File: config.mk
export PLATFORM = sky130hd
export DESIGN_NAME = lsb_stego_byte_extractor_unit
export DESIGN_NICKNAME = d
export VERILOG_FILES = /design/src/rtl/core/lsbx_pkg.sv /design/src/rtl/core/lsb_stego_byte_extractor_unit.sv /design/src/rtl/core/lsbx_front.sv /design/src/rtl/core/lsbx_queue.sv /design/src/rtl/core/lsbx_back.sv
export SDC_FILE = /design/constraint.sdc
export NUM_CORES = 1
export LEC_CHECK = 0
export BUFFER_PORTS_ARGS = -buffer_cell sky130_fd_sc_hd__buf_4
export CAP_MARGIN = 20
export CORE_ASPECT_RATIO = 1.25
export CORE_MARGIN = 2
export CORE_UTILIZATION = 50
export CTS_BUF_LIST = sky130_fd_sc_hd__clkbuf_8
export CTS_CLUSTER_SIZE = 16
export DETAILED_ROUTE_END_ITERATION = 12
export PLACE_DENSITY = 0.74
export SETUP_SLACK_MARGIN = 0.4
export SLEW_MARGIN = 20
export SYNTH_ARGS = -nofsm -noshare
export SYNTH_HDL_FRONTEND = slang
export SYNTH_HIERARCHICAL = 1
export SYNTH_SLANG_ARGS = --single-unit
File: constraint.sdc
create_clock -name clk -period 7 [get_ports clk]
set_input_delay 0 -clock clk [delete_from_list [all_inputs] [get_ports clk]]
set_output_delay 0 -clock clk [all_outputs]
set_load 0.02 [all_outputs]
File: src/rtl/core/lsbx_pkg.sv
// lsbx_pkg: shared types and constants for the lsb stego byte extractor
// no dependencies
`timescale 1ns / 1ps

package lsbx_pkg;

  localparam int unsigned CFG_IDX_W  = 1;
  localparam int unsigned CFG_DATA_W = 16;

  typedef enum logic [CFG_IDX_W-1:0] {
    CFG_SKIP_PIXELS = 1'b0,
    CFG_DECRYPT     = 1'b1
  } cfg_reg_t;

  localparam logic [7:0] TERMINATOR = 8'h7C;
  localparam logic [7:0] CH_LOWER_A = 8'h61;
  localparam logic [7:0] CH_UPPER_A = 8'h41;
  localparam logic [7:0] CH_LOWER_Z = 8'd122;
  localparam logic [7:0] CH_UPPER_Z = 8'd90;
  localparam logic [7:0] CH_SPACE   = 8'h20;

  // raw byte from the front end, tagged when it is the terminator
  typedef struct packed {
    logic [7:0] raw;
    logic       is_end;
  } lsbx_item_t;

endpackage

File: src/rtl/core/lsb_stego_byte_extractor_unit.sv
// lsb_stego_byte_extractor_unit: top level of the lsb stego byte extractor
// depends on lsbx_pkg, lsbx_front, lsbx_queue, lsbx_back
`timescale 1ns / 1ps

// Takes one RGB pixel per clock and rebuilds hidden bytes from the two low
// bits of red, green and blue, most significant pair first, after skipping
// skip_pixels leading pixels of each frame. A '|' byte gives one result with
// end_found set and char_value 0, and pixels are then ignored until the next
// frame_start. With decrypt_enable set each byte is shifted down by one ('a'
// to 'z', 'A' to 'Z', space unchanged). The block takes a pixel every cycle
// while in_ready is high; a result passes through the queue and the output
// register, and a QUEUE_DEPTH entry queue between the packing front end and
// the output stage absorbs output stalls before in_ready drops.

module lsb_stego_byte_extractor_unit import lsbx_pkg::*; #(
  parameter int unsigned QUEUE_DEPTH = 2
) (
  input  logic                  clk,
  input  logic                  rst,
  input  logic                  in_valid,
  output logic                  in_ready,
  input  logic [7:0]            red,
  input  logic [7:0]            green,
  input  logic [7:0]            blue,
  input  logic                  frame_start,
  output logic                  out_valid,
  input  logic                  out_ready,
  output logic [7:0]            char_value,
  output logic                  end_found,
  input  logic                  cfg_we,
  input  logic [CFG_IDX_W-1:0]  cfg_index,
  input  logic [CFG_DATA_W-1:0] cfg_data
);

  logic [15:0] skip_pixels;
  logic        decrypt_enable;
  logic        queue_full;
  logic        push;
  lsbx_item_t  push_item;
  logic        pop;
  logic        head_valid;
  lsbx_item_t  head_item;

  always_ff @(posedge clk) begin
    if (rst) begin
      skip_pixels <= '0;
      decrypt_enable <= 1'b0;
    end else if (cfg_we) begin
      unique case (cfg_reg_t'(cfg_index))
        CFG_SKIP_PIXELS: skip_pixels <= cfg_data[15:0];
        CFG_DECRYPT:     decrypt_enable <= cfg_data[0];
      endcase
    end
  end

  lsbx_front u_front (
    .clk         (clk),
    .rst         (rst),
    .in_valid    (in_valid),
    .in_ready    (in_ready),
    .red         (red),
    .green       (green),
    .blue        (blue),
    .frame_start (frame_start),
    .skip_pixels (skip_pixels),
    .queue_full  (queue_full),
    .push        (push),
    .push_item   (push_item)
  );

  lsbx_queue #(
    .DEPTH (QUEUE_DEPTH)
  ) u_queue (
    .clk        (clk),
    .rst        (rst),
    .push       (push),
    .push_item  (push_item),
    .full       (queue_full),
    .pop        (pop),
    .head_valid (head_valid),
    .head_item  (head_item)
  );

  lsbx_back u_back (
    .clk            (clk),
    .rst            (rst),
    .head_valid     (head_valid),
    .head_item      (head_item),
    .pop            (pop),
    .decrypt_enable (decrypt_enable),
    .out_valid      (out_valid),
    .out_ready      (out_ready),
    .char_value     (char_value),
    .end_found      (end_found)
  );

endmodule

File: src/rtl/core/lsbx_front.sv
// lsbx_front: pixel intake, frame skip and 2-bit pair packing
// depends on lsbx_pkg
`timescale 1ns / 1ps

module lsbx_front import lsbx_pkg::*; (
  input  logic        clk,
  input  logic        rst,
  input  logic        in_valid,
  output logic        in_ready,
  input  logic [7:0]  red,
  input  logic [7:0]  green,
  input  logic [7:0]  blue,
  input  logic        frame_start,
  input  logic [15:0] skip_pixels,
  input  logic        queue_full,
  output logic        push,
  output lsbx_item_t  push_item
);

  logic [5:0]  bit_accumulator;
  logic [1:0]  pair_count;
  logic [15:0] skip_counter;
  logic        message_done;

  logic [5:0]  bit_accumulator_next;
  logic [1:0]  pair_count_next;
  logic [15:0] skip_counter_next;
  logic        message_done_next;
  logic        produced;
  logic        in_fire;

  assign in_ready = !queue_full;
  assign in_fire  = in_valid && in_ready;
  assign push     = in_fire && produced;

  always_comb begin
    logic [1:0] pairs [3];
    logic       stop;
    pairs[0] = red[1:0];
    pairs[1] = green[1:0];
    pairs[2] = blue[1:0];
    stop = 1'b0;
    produced = 1'b0;
    push_item = '0;
    bit_accumulator_next = bit_accumulator;
    pair_count_next = pair_count;
    skip_counter_next = skip_counter;
    message_done_next = message_done;
    if (frame_start) begin
      bit_accumulator_next = '0;
      pair_count_next = '0;
      skip_counter_next = '0;
      message_done_next = 1'b0;
    end
    if (!message_done_next) begin
      if (skip_counter_next < skip_pixels) begin
        skip_counter_next = skip_counter_next + 16'd1;
      end else begin
        for (int k = 0; k < 3; k++) begin
          if (!stop) begin
            if (pair_count_next == 2'd3) begin
              push_item.raw = {bit_accumulator_next, pairs[k]};
              produced = 1'b1;
              bit_accumulator_next = '0;
              pair_count_next = '0;
              if (push_item.raw == TERMINATOR) begin
                push_item.is_end = 1'b1;
                message_done_next = 1'b1;
                stop = 1'b1;
              end
            end else begin
              bit_accumulator_next = {bit_accumulator_next[3:0], pairs[k]};
              pair_count_next = pair_count_next + 2'd1;
            end
          end
        end
      end
    end
  end

  always_ff @(posedge clk) begin
    if (rst) begin
      bit_accumulator <= '0;
      pair_count <= '0;
      skip_counter <= '0;
      message_done <= 1'b0;
    end else if (in_fire) begin
      bit_accumulator <= bit_accumulator_next;
      pair_count <= pair_count_next;
      skip_counter <= skip_counter_next;
      message_done <= message_done_next;
    end
  end

endmodule

File: src/rtl/core/lsbx_queue.sv
// lsbx_queue: short fifo between front end and output stage
// depends on lsbx_pkg
`timescale 1ns / 1ps

module lsbx_queue import lsbx_pkg::*; #(
  parameter int unsigned DEPTH = 2
) (
  input  logic       clk,
  input  logic       rst,
  input  logic       push,
  input  lsbx_item_t push_item,
  output logic       full,
  input  logic       pop,
  output logic       head_valid,
  output lsbx_item_t head_item
);

  localparam int unsigned PTR_W = $clog2(DEPTH);
  localparam int unsigned CNT_W = $clog2(DEPTH + 1);
  localparam logic [PTR_W-1:0] LAST = PTR_W'(DEPTH - 1);
  localparam logic [CNT_W-1:0] FULL_CNT = CNT_W'(DEPTH);

  lsbx_item_t       mem [DEPTH];
  logic [PTR_W-1:0] wr_ptr;
  logic [PTR_W-1:0] rd_ptr;
  logic [CNT_W-1:0] count;
  logic             do_push;
  logic             do_pop;

  assign full       = (count == FULL_CNT);
  assign head_valid = (count != '0);
  assign head_item  = mem[rd_ptr];
  assign do_push    = push && !full;
  assign do_pop     = pop && head_valid;

  always_ff @(posedge clk) begin
    if (do_push) begin
      mem[wr_ptr] <= push_item;
    end
  end

  always_ff @(posedge clk) begin
    if (rst) begin
      wr_ptr <= '0;
      rd_ptr <= '0;
      count <= '0;
    end else begin
      if (do_push) begin
        wr_ptr <= (wr_ptr == LAST) ? '0 : wr_ptr + PTR_W'(1);
      end
      if (do_pop) begin
        rd_ptr <= (rd_ptr == LAST) ? '0 : rd_ptr + PTR_W'(1);
      end
      case ({do_push, do_pop})
        2'b10:   count <= count + CNT_W'(1);
        2'b01:   count <= count - CNT_W'(1);
        default: count <= count;
      endcase
    end
  end

endmodule

File: src/rtl/core/lsbx_back.sv
// lsbx_back: end marker formatting, optional decrypt and output register
// depends on lsbx_pkg
`timescale 1ns / 1ps

module lsbx_back import lsbx_pkg::*; (
  input  logic       clk,
  input  logic       rst,
  input  logic       head_valid,
  input  lsbx_item_t head_item,
  output logic       pop,
  input  logic       decrypt_enable,
  output logic       out_valid,
  input  logic       out_ready,
  output logic [7:0] char_value,
  output logic       end_found
);

  function automatic logic [7:0] shift_down(input logic [7:0] b);
    logic [7:0] r;
    if (b == CH_LOWER_A) begin
      r = CH_LOWER_Z;
    end else if (b == CH_UPPER_A) begin
      r = CH_UPPER_Z;
    end else if (b == CH_SPACE) begin
      r = b;
    end else begin
      r = b - 8'd1;
    end
    return r;
  endfunction

  logic [7:0] char_value_next;

  assign pop = head_valid && (!out_valid || out_ready);

  always_comb begin
    if (head_item.is_end) begin
      char_value_next = '0;
    end else if (decrypt_enable) begin
      char_value_next = shift_down(head_item.raw);
    end else begin
      char_value_next = head_item.raw;
    end
  end

  always_ff @(posedge clk) begin
    if (rst) begin
      out_valid <= 1'b0;
    end else if (pop) begin
      out_valid <= 1'b1;
    end else if (out_ready) begin
      out_valid <= 1'b0;
    end
  end

  always_ff @(posedge clk) begin
    if (pop) begin
      char_value <= char_value_next;
      end_found <= head_item.is_end;
    end
  end

endmodule

==> reports/qor.log, run 1 <==
[place] Placed Cells 602
[die] Die Y-Extent 109 µm
[logic_synthesis] Post-Syn Area 0.00444 mm²
[finish] Antenna Diode Count 0
[global_routing] maximum number of pins on one net before global-route repair 61
[critical_path] category of the worst setup path launch point register
[clock_network] number of hold-repair buffers added at the cts stage 22
[global_routing] initial antenna violation count 0
[timing] summed negative setup slack over all endpoints 0 ns
[route] number of vias in the routed layout 3,779
[critical_path] worst setup path endpoint u_queue/mem[0][1]$_DFFE_PP_
[logic_synthesis] part of the Yosys area used for sequential elements 39.9%
[timing] fmax 278 MHz
[place] estimated wirelength of the detail-placed design 6.76 mm
[global_routing] GRT Util Overall 21.3%
[logic_synthesis] Post-synth ARST share 0%
[logic_synthesis] count of synthesis-stage warnings from yosys 6
[clock_network] Clock Root Buffer clkbuf_8
[timing] Max transition margin 35.7%
[power_and_ir_drop] reported net switching power 0.227 mW
[die] effective utilization at floorplan 51.3%
[critical_path] FF-to-FF Start u_front/skip_counter[1]$_SDFFE_PP0P_
[clock_network] H-tree Lvls 3
[critical_path] Worst Setup End Kind register
[timing] Final Setup Violations 0
[power_and_ir_drop] clock network fraction of total power 32.2%
[finish] NumNets Final 582
[critical_path] maximum fanout count along the critical path 14
[global_routing] via count of the first global-routing pass 3,673
[die] io pins 58
[clock_network] clock input transition at the sequential cells of the worst setup and hold paths 0.08 ns
[critical_path] Worst Reg2Reg Path Length in Cells 11
[logic_synthesis] Netlist cell types 75
[clock_network] setup bufs post-CTS 0
[route] DRT Wirelength 10.1 mm
[clock_network] number of sinks handled by clock tree synthesis 75
[logic_synthesis] average cell area after synthesis 9.55 µm²
[logic_synthesis] post-synth top area share 21.6%
[route] Pre-Repair DR Iteration Count 5
[timing] number of hold-slack violations in the final timing report 0
[logic_synthesis] Post-Synthesis Cells 465
[critical_path] worst reg2reg setup slack 3.40 ns
[timing] worst-case setup margin in the final layout 3.40 ns
[place] Post-Place Cell Area 0.00478 mm²
[place] gpl congestion 0.965
[place] port buffer count 39
[power_and_ir_drop] peak ir drop on the vdd network 0.0956 mV
[timing] min Tclk post-route 3.60 ns
[critical_path] origin of the worst setup path u_front/skip_counter[1]$_SDFFE_PP0P_
[power_and_ir_drop] pwr dens 166 mW/mm²
[hold_path] worst hold path class in -> reg
[logic_synthesis] register bit total from synthesis 75
[finish] filler-free cell count of the finished design 640
[critical_path] required time of the critical path 7.03 ns
[critical_path] critical path start-end classification reg -> reg
[die] area of the die 0.00966 mm²
[clock_network] clock insertion delay at the later pin of the skew report 0.36 ns
[global_routing] wire length of the first global-routing pass 16.1 mm
[timing] hold slack 0.0315 ns
[power_and_ir_drop] sequential share of power 55.1%
[die] Row Count 38
[critical_path] worst flop-to-flop path endpoint u_queue/mem[0][1]$_DFFE_PP_
[power_and_ir_drop] Power, Total 0.857 mW
[power_and_ir_drop] Switching Fraction 26.5%
[finish] summed area of non-filler cells in the final layout 0.00515 mm²
[logic_synthesis] top cells by instance count after synthesis dfxtp_1, inv_1, a21oi_1, nand2_1
[finish] share of cells above drive strength 1 17.7%
[logic_synthesis] Synth area leaders dfxtp_1, edfxtp_1, ha_1
[timing] part of the cycle the worst path needs 51.4%
[power_and_ir_drop] Internal 0.630 mW
[die] Core Area 0.00865 mm²
[die] die extent in x 88.3 µm
[outcome] result of the run finished, final reports clean
[finish] post-layout utilization of the core 59.5%
[power_and_ir_drop] P_leak 1.86 nW
[route] remaining design rule violation count 0
[timing] number of slew-limit violations in the final report 0
[route] post-route ant nets 0
[route] detail-routed net length per standard cell 15.8 µm
[timing] transition time of the tightest slew-check pin 0.961 ns
[job] number of max-capacitance violations reported 0
[logic_synthesis] Syn Nets 532
[critical_path] arrival time at the worst endpoint 3.62 ns
[power_and_ir_drop] fraction of power consumed by combinational cells 12.8%
[clock_network] total clock buffers created by CTS 9
[global_routing] global route total overflow 0
[route] drt via density 5.90
[logic_synthesis] most common cell in the netlist dfxtp_1
[logic_synthesis] Synth Flop Type dfxtp_1
[logic_synthesis] largest area contributor in the synthesized netlist dfxtp_1
[clock_network] clock tree from TritonCTS yes
[clock_network] maximum buffer depth of the clock tree 2
[route] Initial DRC Count 248
[timing] RSZ-0062 raised after global routing no
[finish] layout overhead on the synthesized area 16.0%
[timing] clock skew after layout 0.0113 ns
[place] worst slack at placement 3.45 ns
[logic_synthesis] EDFF count, synth 27
[clock_network] post-cts resize count 0
power by group through the flow:
stage	logic [mW]	clock network, mW	registers [mW]
4_1_cts	0.107	0.282	0.471
3_3_place_gp	0.0948	0	0.481
3_5_place_dp	0.0972	0	0.481
2_1_floorplan	0.0747	0	0.474
5_1_grt	0.119	0.300	0.473
6_report	0.109	0.276	0.472
critical path, cell delays in order (launching register included):
cell and delay [ns]:
dfxtp_1 0.35, nor2b_1 0.30, ha_1 0.23, o211a_1 0.14, o21ai_1 0.06, a2111o_1 0.40
nand3_1 0.46, nand3_2 0.26, nor2_1 0.29, inv_1 0.08, or3_1 0.39, inv_1 0.29
logic make-up after synthesis:
group / count (synthesis) / share of synthesized area [%]
muxes: 17 / 4.25
buffers and inverters: 57 / 5.49
adders and majority gates: 20 / 5.63
xor gates and xnor gates: 3 / 0.591
and+or+nand+nor: 178 / 25.7
DFF: 75 / 39.9
AOI/OAI and AO/OA: 115 / 18.4
worst min path at each step:
stage,startpoint,endpoint,slack (ns),cells past startpoint
4_1_cts,cfg_we,skip_pixels[12]$_SDFFE_PP0P_,0.02,3
3_3_place_gp,blue[1],u_front/bit_accumulator[1]$_SDFFE_PP0P_,0.23,2
5_1_grt,cfg_we,skip_pixels[12]$_SDFFE_PP0P_,0.05,3
3_5_place_dp,blue[1],u_front/bit_accumulator[1]$_SDFFE_PP0P_,0.24,2
6_report,cfg_we,skip_pixels[12]$_SDFFE_PP0P_,0.03,3
2_1_floorplan,rst,u_queue/count[1]$_SDFFE_PP0P_,0.07,1
sequential cells by signal, indices dropped and copies added, names as in the netlist, named ones only:
signal,cells
u_queue/mem,18
skip_pixels,16
u_front/skip_counter,16
u_back/char_value,8
u_front/bit_accumulator,6
u_front/pair_count,2
u_queue/count,2
decrypt_enable,1
u_back/end_found,1
u_back/out_valid,1
u_front/message_done,1
u_queue/rd_ptr,1
u_queue/wr_ptr,1
area by class of cell:
class | count | area, µm²
tap | 120 | 150
clock buffer | 9 | 124
timing repair buffer | 62 | 520
inverter | 34 | 128
clock inverter | 7 | 31.3
fill | 764 | 3500
sequential | 75 | 1770
multi-input combinational | 333 | 2430
routing by layer:
layer  part of all wire, %  global-route usage [%]
met3                   3.7                    3.98
met4                   1.7                    9.74
met2                    54                    39.0
met1                    40                    23.4
met5                     0                       0
layout by cell type, fill, tap and decap left out, drive strengths merged, types with 5 or more instances in the layout:
cell type and count:
dfxtp 48, buf 40, inv 38, a21oi 30, nand2 30, o21ai 29, nor2 27, edfxtp 27
dlygate4sd3 22, ha 20, nor2b 20, nand3 19, nand2b 18, nand4bb 18, mux2 15, nand4 12
clkbuf 9, a32o 7, a31oi 5, a22oi 5, o21bai 5
No activity file was read; power rests on OpenSTA's default activity.
==> run 2, diff against run 1 <==
- PLACE_DENSITY: 0.74 -> 0.76
- clock period: 7 -> 2.95 ns (I/O delays scaled with it)
==> reports/qor.log, run 2 (synthesis results as in run 1) <==
[die] area of the die 0.00966 mm² [unchanged]
[die] effective utilization at floorplan 51.3% [unchanged]
[route] remaining design rule violation count 0 [unchanged]
[place] Post-Place Cell Area 0.00488 mm² [was 0.00478 mm²]
[critical_path] worst path buffer plus inverter count 0 [was 2]
[finish] Largest register FFs 18 [unchanged]
[clock_network] clock input transition at the sequential cells of the worst setup and hold paths 0.08 ns [about the same]
[timing] min Tclk post-route 2.58 ns [was 3.60 ns]
[critical_path] arrival time at the worst endpoint 2.88 ns [was 3.62 ns]
[critical_path] critical path start-end classification reg -> reg [unchanged]
[finish] most common cell after layout, fill and taps aside buf_4 [was dfxtp_1]
[hold_path] worst hold path class in -> reg [unchanged]
[place] Placed Cells 609 [was 602]
[finish] layout overhead on the synthesized area 23.9% [was 16.0%]
[critical_path] worst reg2reg setup slack 0.37 ns [was 3.40 ns]
[clock_network] Clock Root Buffer clkbuf_8 [unchanged]
[route] Pre-Repair DR Iteration Count 4 [was 5]
[global_routing] global route total overflow 0 [unchanged]
[route] drt via density 5.78 [was 5.90]
[finish] NumNets Final 602 [was 582]
[place] estimated wirelength of the detail-placed design 6.98 mm [was 6.76 mm]
[critical_path] category of the worst setup path launch point register [unchanged]
[global_routing] GRT Util Overall 23.1% [was 21.3%]
[critical_path] cell type group with the largest total delay on the critical path simple AND/OR/NAND/NOR gates [unchanged]
[hold_path] Hold EP skip_pixels[13]$_SDFFE_PP0P_ [was skip_pixels[12]$_SDFFE_PP0P_]
[critical_path] maximum fanout count along the critical path 4 [was 14]
[critical_path] Worst Setup End Kind register [unchanged]
[power_and_ir_drop] pwr dens 378 mW/mm² [was 166 mW/mm²]
[timing] number of hold-slack violations in the final timing report 0 [unchanged]
[global_routing] maximum number of pins on one net before global-route repair 61 [unchanged]
[critical_path] cell-by-cell trace of the critical path nor2b_2 -> ha_1 -> nand4_1 -> a2111o_1 -> nand3_2 -> nand3_4 -> nor2_4 -> nand2_2 -> ha_4 -> xnor2_1 -> or3_1 -> a21oi_2 [was nor2b_1 -> ha_1 -> o211a_1 -> o21ai_1 -> a2111o_1 -> nand3_1 -> nand3_2 -> nor2_1 -> inv_1 -> or3_1 -> inv_1]
[clock_network] clock insertion delay at the later pin of the skew report 0.37 ns [was 0.36 ns]
[timing] number of slew-limit violations in the final report 0 [unchanged]
[global_routing] via count of the first global-routing pass 3,739 [was 3,673]
[finish] most flop-heavy register u_queue/mem [unchanged]
[timing] RSZ-0062 raised after global routing yes [was no]
[finish] Largest regs u_queue/mem: 18 flops, skip_pixels: 16 flops, u_front/skip_counter: 16 flops [unchanged]
[finish] share of cells above drive strength 1 27.6% [was 17.7%]
[place] worst slack at placement 0.146 ns [was 3.45 ns]
[route] detail-routed net length per standard cell 15.9 µm [was 15.8 µm]
[timing] Final Setup Violations 0 [unchanged]
[power_and_ir_drop] P_leak 1.98 nW [was 1.86 nW]
[route] DRT Wirelength 10.5 mm [was 10.1 mm]
[timing] hold slack 0.0277 ns [was 0.0315 ns]
[timing] fmax 387 MHz [was 278 MHz]
[die] Core Area 0.00865 mm² [unchanged]
[critical_path] Worst Reg2Reg Path Length in Cells 12 [was 11]
[timing] worst-case setup margin in the final layout 0.368 ns [was 3.40 ns]
[timing] transition time of the tightest slew-check pin 0.528 ns [was 0.961 ns]
[finish] count of filler cells inserted in the layout 718 [was 764]
[finish] Antenna Diode Count 0 [unchanged]
[power_and_ir_drop] peak ir drop on the vdd network 0.328 mV [was 0.0956 mV]
[place] port buffer count 39 [unchanged]
[die] Row Count 38 [unchanged]
[critical_path] CP max stage cell a2111o_1 [was nand3_1]
[critical_path] number of cells on the critical path 12 [was 11]
[outcome] result of the run finished, final reports clean [unchanged]
[job] number of max-capacitance violations reported 0 [unchanged]
[route] post-route ant nets 0 [unchanged]
[clock_network] number of sinks handled by clock tree synthesis 75 [unchanged]
[critical_path] Slowest Stage Delay on Critical Path 0.40 ns [was 0.46 ns]
[clock_network] clock tree from TritonCTS yes [unchanged]
[timing] summed negative setup slack over all endpoints 0 ns [unchanged]
[global_routing] routing layer with the top usage in global route met2 [unchanged]
[route] number of vias in the routed layout 3,813 [was 3,779]
[clock_network] H-tree Lvls 3 [unchanged]
[critical_path] FF-to-FF Start u_front/skip_counter[8]$_SDFFE_PP0P_ [was u_front/skip_counter[1]$_SDFFE_PP0P_]
[global_routing] wire length of the first global-routing pass 17.2 mm [was 16.1 mm]
[timing] part of the cycle the worst path needs 87.5% [was 51.4%]
[route] Initial DRC Count 255 [was 248]
[place] gpl congestion 0.965 [about the same]
[global_routing] global routing usage on met3 4.28% [was 3.98%]
[hold_path] startpoint of the most critical hold path cfg_we [unchanged]
[die] Die Y-Extent 109 µm [unchanged]
[timing] Max transition margin 64.8% [was 35.7%]
[timing] clock skew after layout 0.0121 ns [was 0.0113 ns]
[global_routing] initial antenna violation count 0 [unchanged]
[global_routing] global routing met1 resource utilization 25.9% [was 23.4%]
[finish] filler-free cell count of the finished design 660 [was 640]
[clock_network] maximum buffer depth of the clock tree 2 [unchanged]
[hold_path] instance count along the most critical hold path 3 [unchanged]
[finish] highest-count cells in the layout ignoring fill and taps buf_4, dfxtp_1, inv_1, a21oi_1, nand2_1 [was dfxtp_1, buf_4, inv_1, a21oi_1, nand2_1]
[clock_network] total clock buffers created by CTS 9 [unchanged]
[critical_path] worst flop-to-flop path endpoint u_queue/count[1]$_SDFFE_PP0P_ [was u_queue/mem[0][1]$_DFFE_PP_]
[finish] summed area of non-filler cells in the final layout 0.00551 mm² [was 0.00515 mm²]
[critical_path] required time of the critical path 3.25 ns [was 7.03 ns]
[die] io pins 58 [unchanged]
[die] die extent in x 88.3 µm [unchanged]
[global_routing] GR Util met2 41.4% [was 39.0%]
-- run 2: cell count changes in the layout (fill, tap and decap cells not counted), moves of 3 or more --
cell / previous run / this run
buf_4: 40 / 59
dfxtp_1: 48 / 36
dfxtp_2: 0 / 9
nor2b_1: 18 / 10
nor2b_4: 0 / 7
ha_1: 20 / 14
ha_4: 0 / 6
inv_1: 37 / 33
dfxtp_4: 0 / 3
-- run 2: power by group --
group	switching, mW	internal [mW]
Combinational	0.168	0.136
Clock	0.377	0.294
Sequential	0.0191	1.09
-- run 2: layout make-up --
type / instances / area, µm² / share of cell area, %
well taps: 120 / 150 / 2.73
clock buffers: 9 / 124 / 2.25
flip-flops and latches: 75 / 1790 / 32.6
repair buffers: 81 / 663 / 12.0
repair inverters: 1 / 6.26 / 0.114
clock inverters: 7 / 37.5 / 0.682
inverters: 34 / 135 / 2.45
multi-input cells: 333 / 2590 / 47.1
-- run 2: worst max path at each step --
| stage | from | to | slack [ns] |
|---|---|---|---|
| after floorplan | u_front/skip_counter[3]$_SDFFE_PP0P_ | u_queue/count[1]$_SDFFE_PP0P_ | 0.33 |
| after global placement | u_front/skip_counter[1]$_SDFFE_PP0P_ | u_queue/count[1]$_SDFFE_PP0P_ | 0.27 |
| after detailed placement | u_front/skip_counter[1]$_SDFFE_PP0P_ | u_queue/count[1]$_SDFFE_PP0P_ | 0.15 |
| after CTS | u_front/skip_counter[1]$_SDFFE_PP0P_ | u_queue/count[1]$_SDFFE_PP0P_ | 0.32 |
| after global routing | u_front/skip_counter[2]$_SDFFE_PP0P_ | u_queue/count[1]$_SDFFE_PP0P_ | 0.27 |
| final | u_front/skip_counter[8]$_SDFFE_PP0P_ | u_queue/count[1]$_SDFFE_PP0P_ | 0.37 |
-- run 2: stage by stage --
stage / util, % / power, mW
finish: 63.6 / 2.08
global placement: 56.3 / 1.38
CTS: 62.4 / 2.09
floorplan: - / 1.31
detailed placement: 56.3 / 1.39
global route: 63.6 / 2.17
-- run 2: repair_timing --
| action | CTS | global route |
|---|---|---|
| buffers inserted | 9 | 3 |
| resized for setup | 20 | 19 |
| cloned | 1 | 0 |
| hold endpoints to repair | 22 | 0 |
| hold buffers | 22 | 0 |
| pin swaps | 9 | 6 |
| setup endpoints to repair | 27 | 24 |
-- run 2: per-layer routing --
layer / wire, µm / up-vias
met2: 5580 / 80
met3: 337 / 35
met4: 402 / 0
li1: - / 1876
met1: 4210 / 1822
met5: 0 / -
-- run 2: tightest hold or removal path, cell delays in order --
cell and delay [ns]:
buf_4 0.18, nand4bb_1 0.11, o21ai_1 0.06
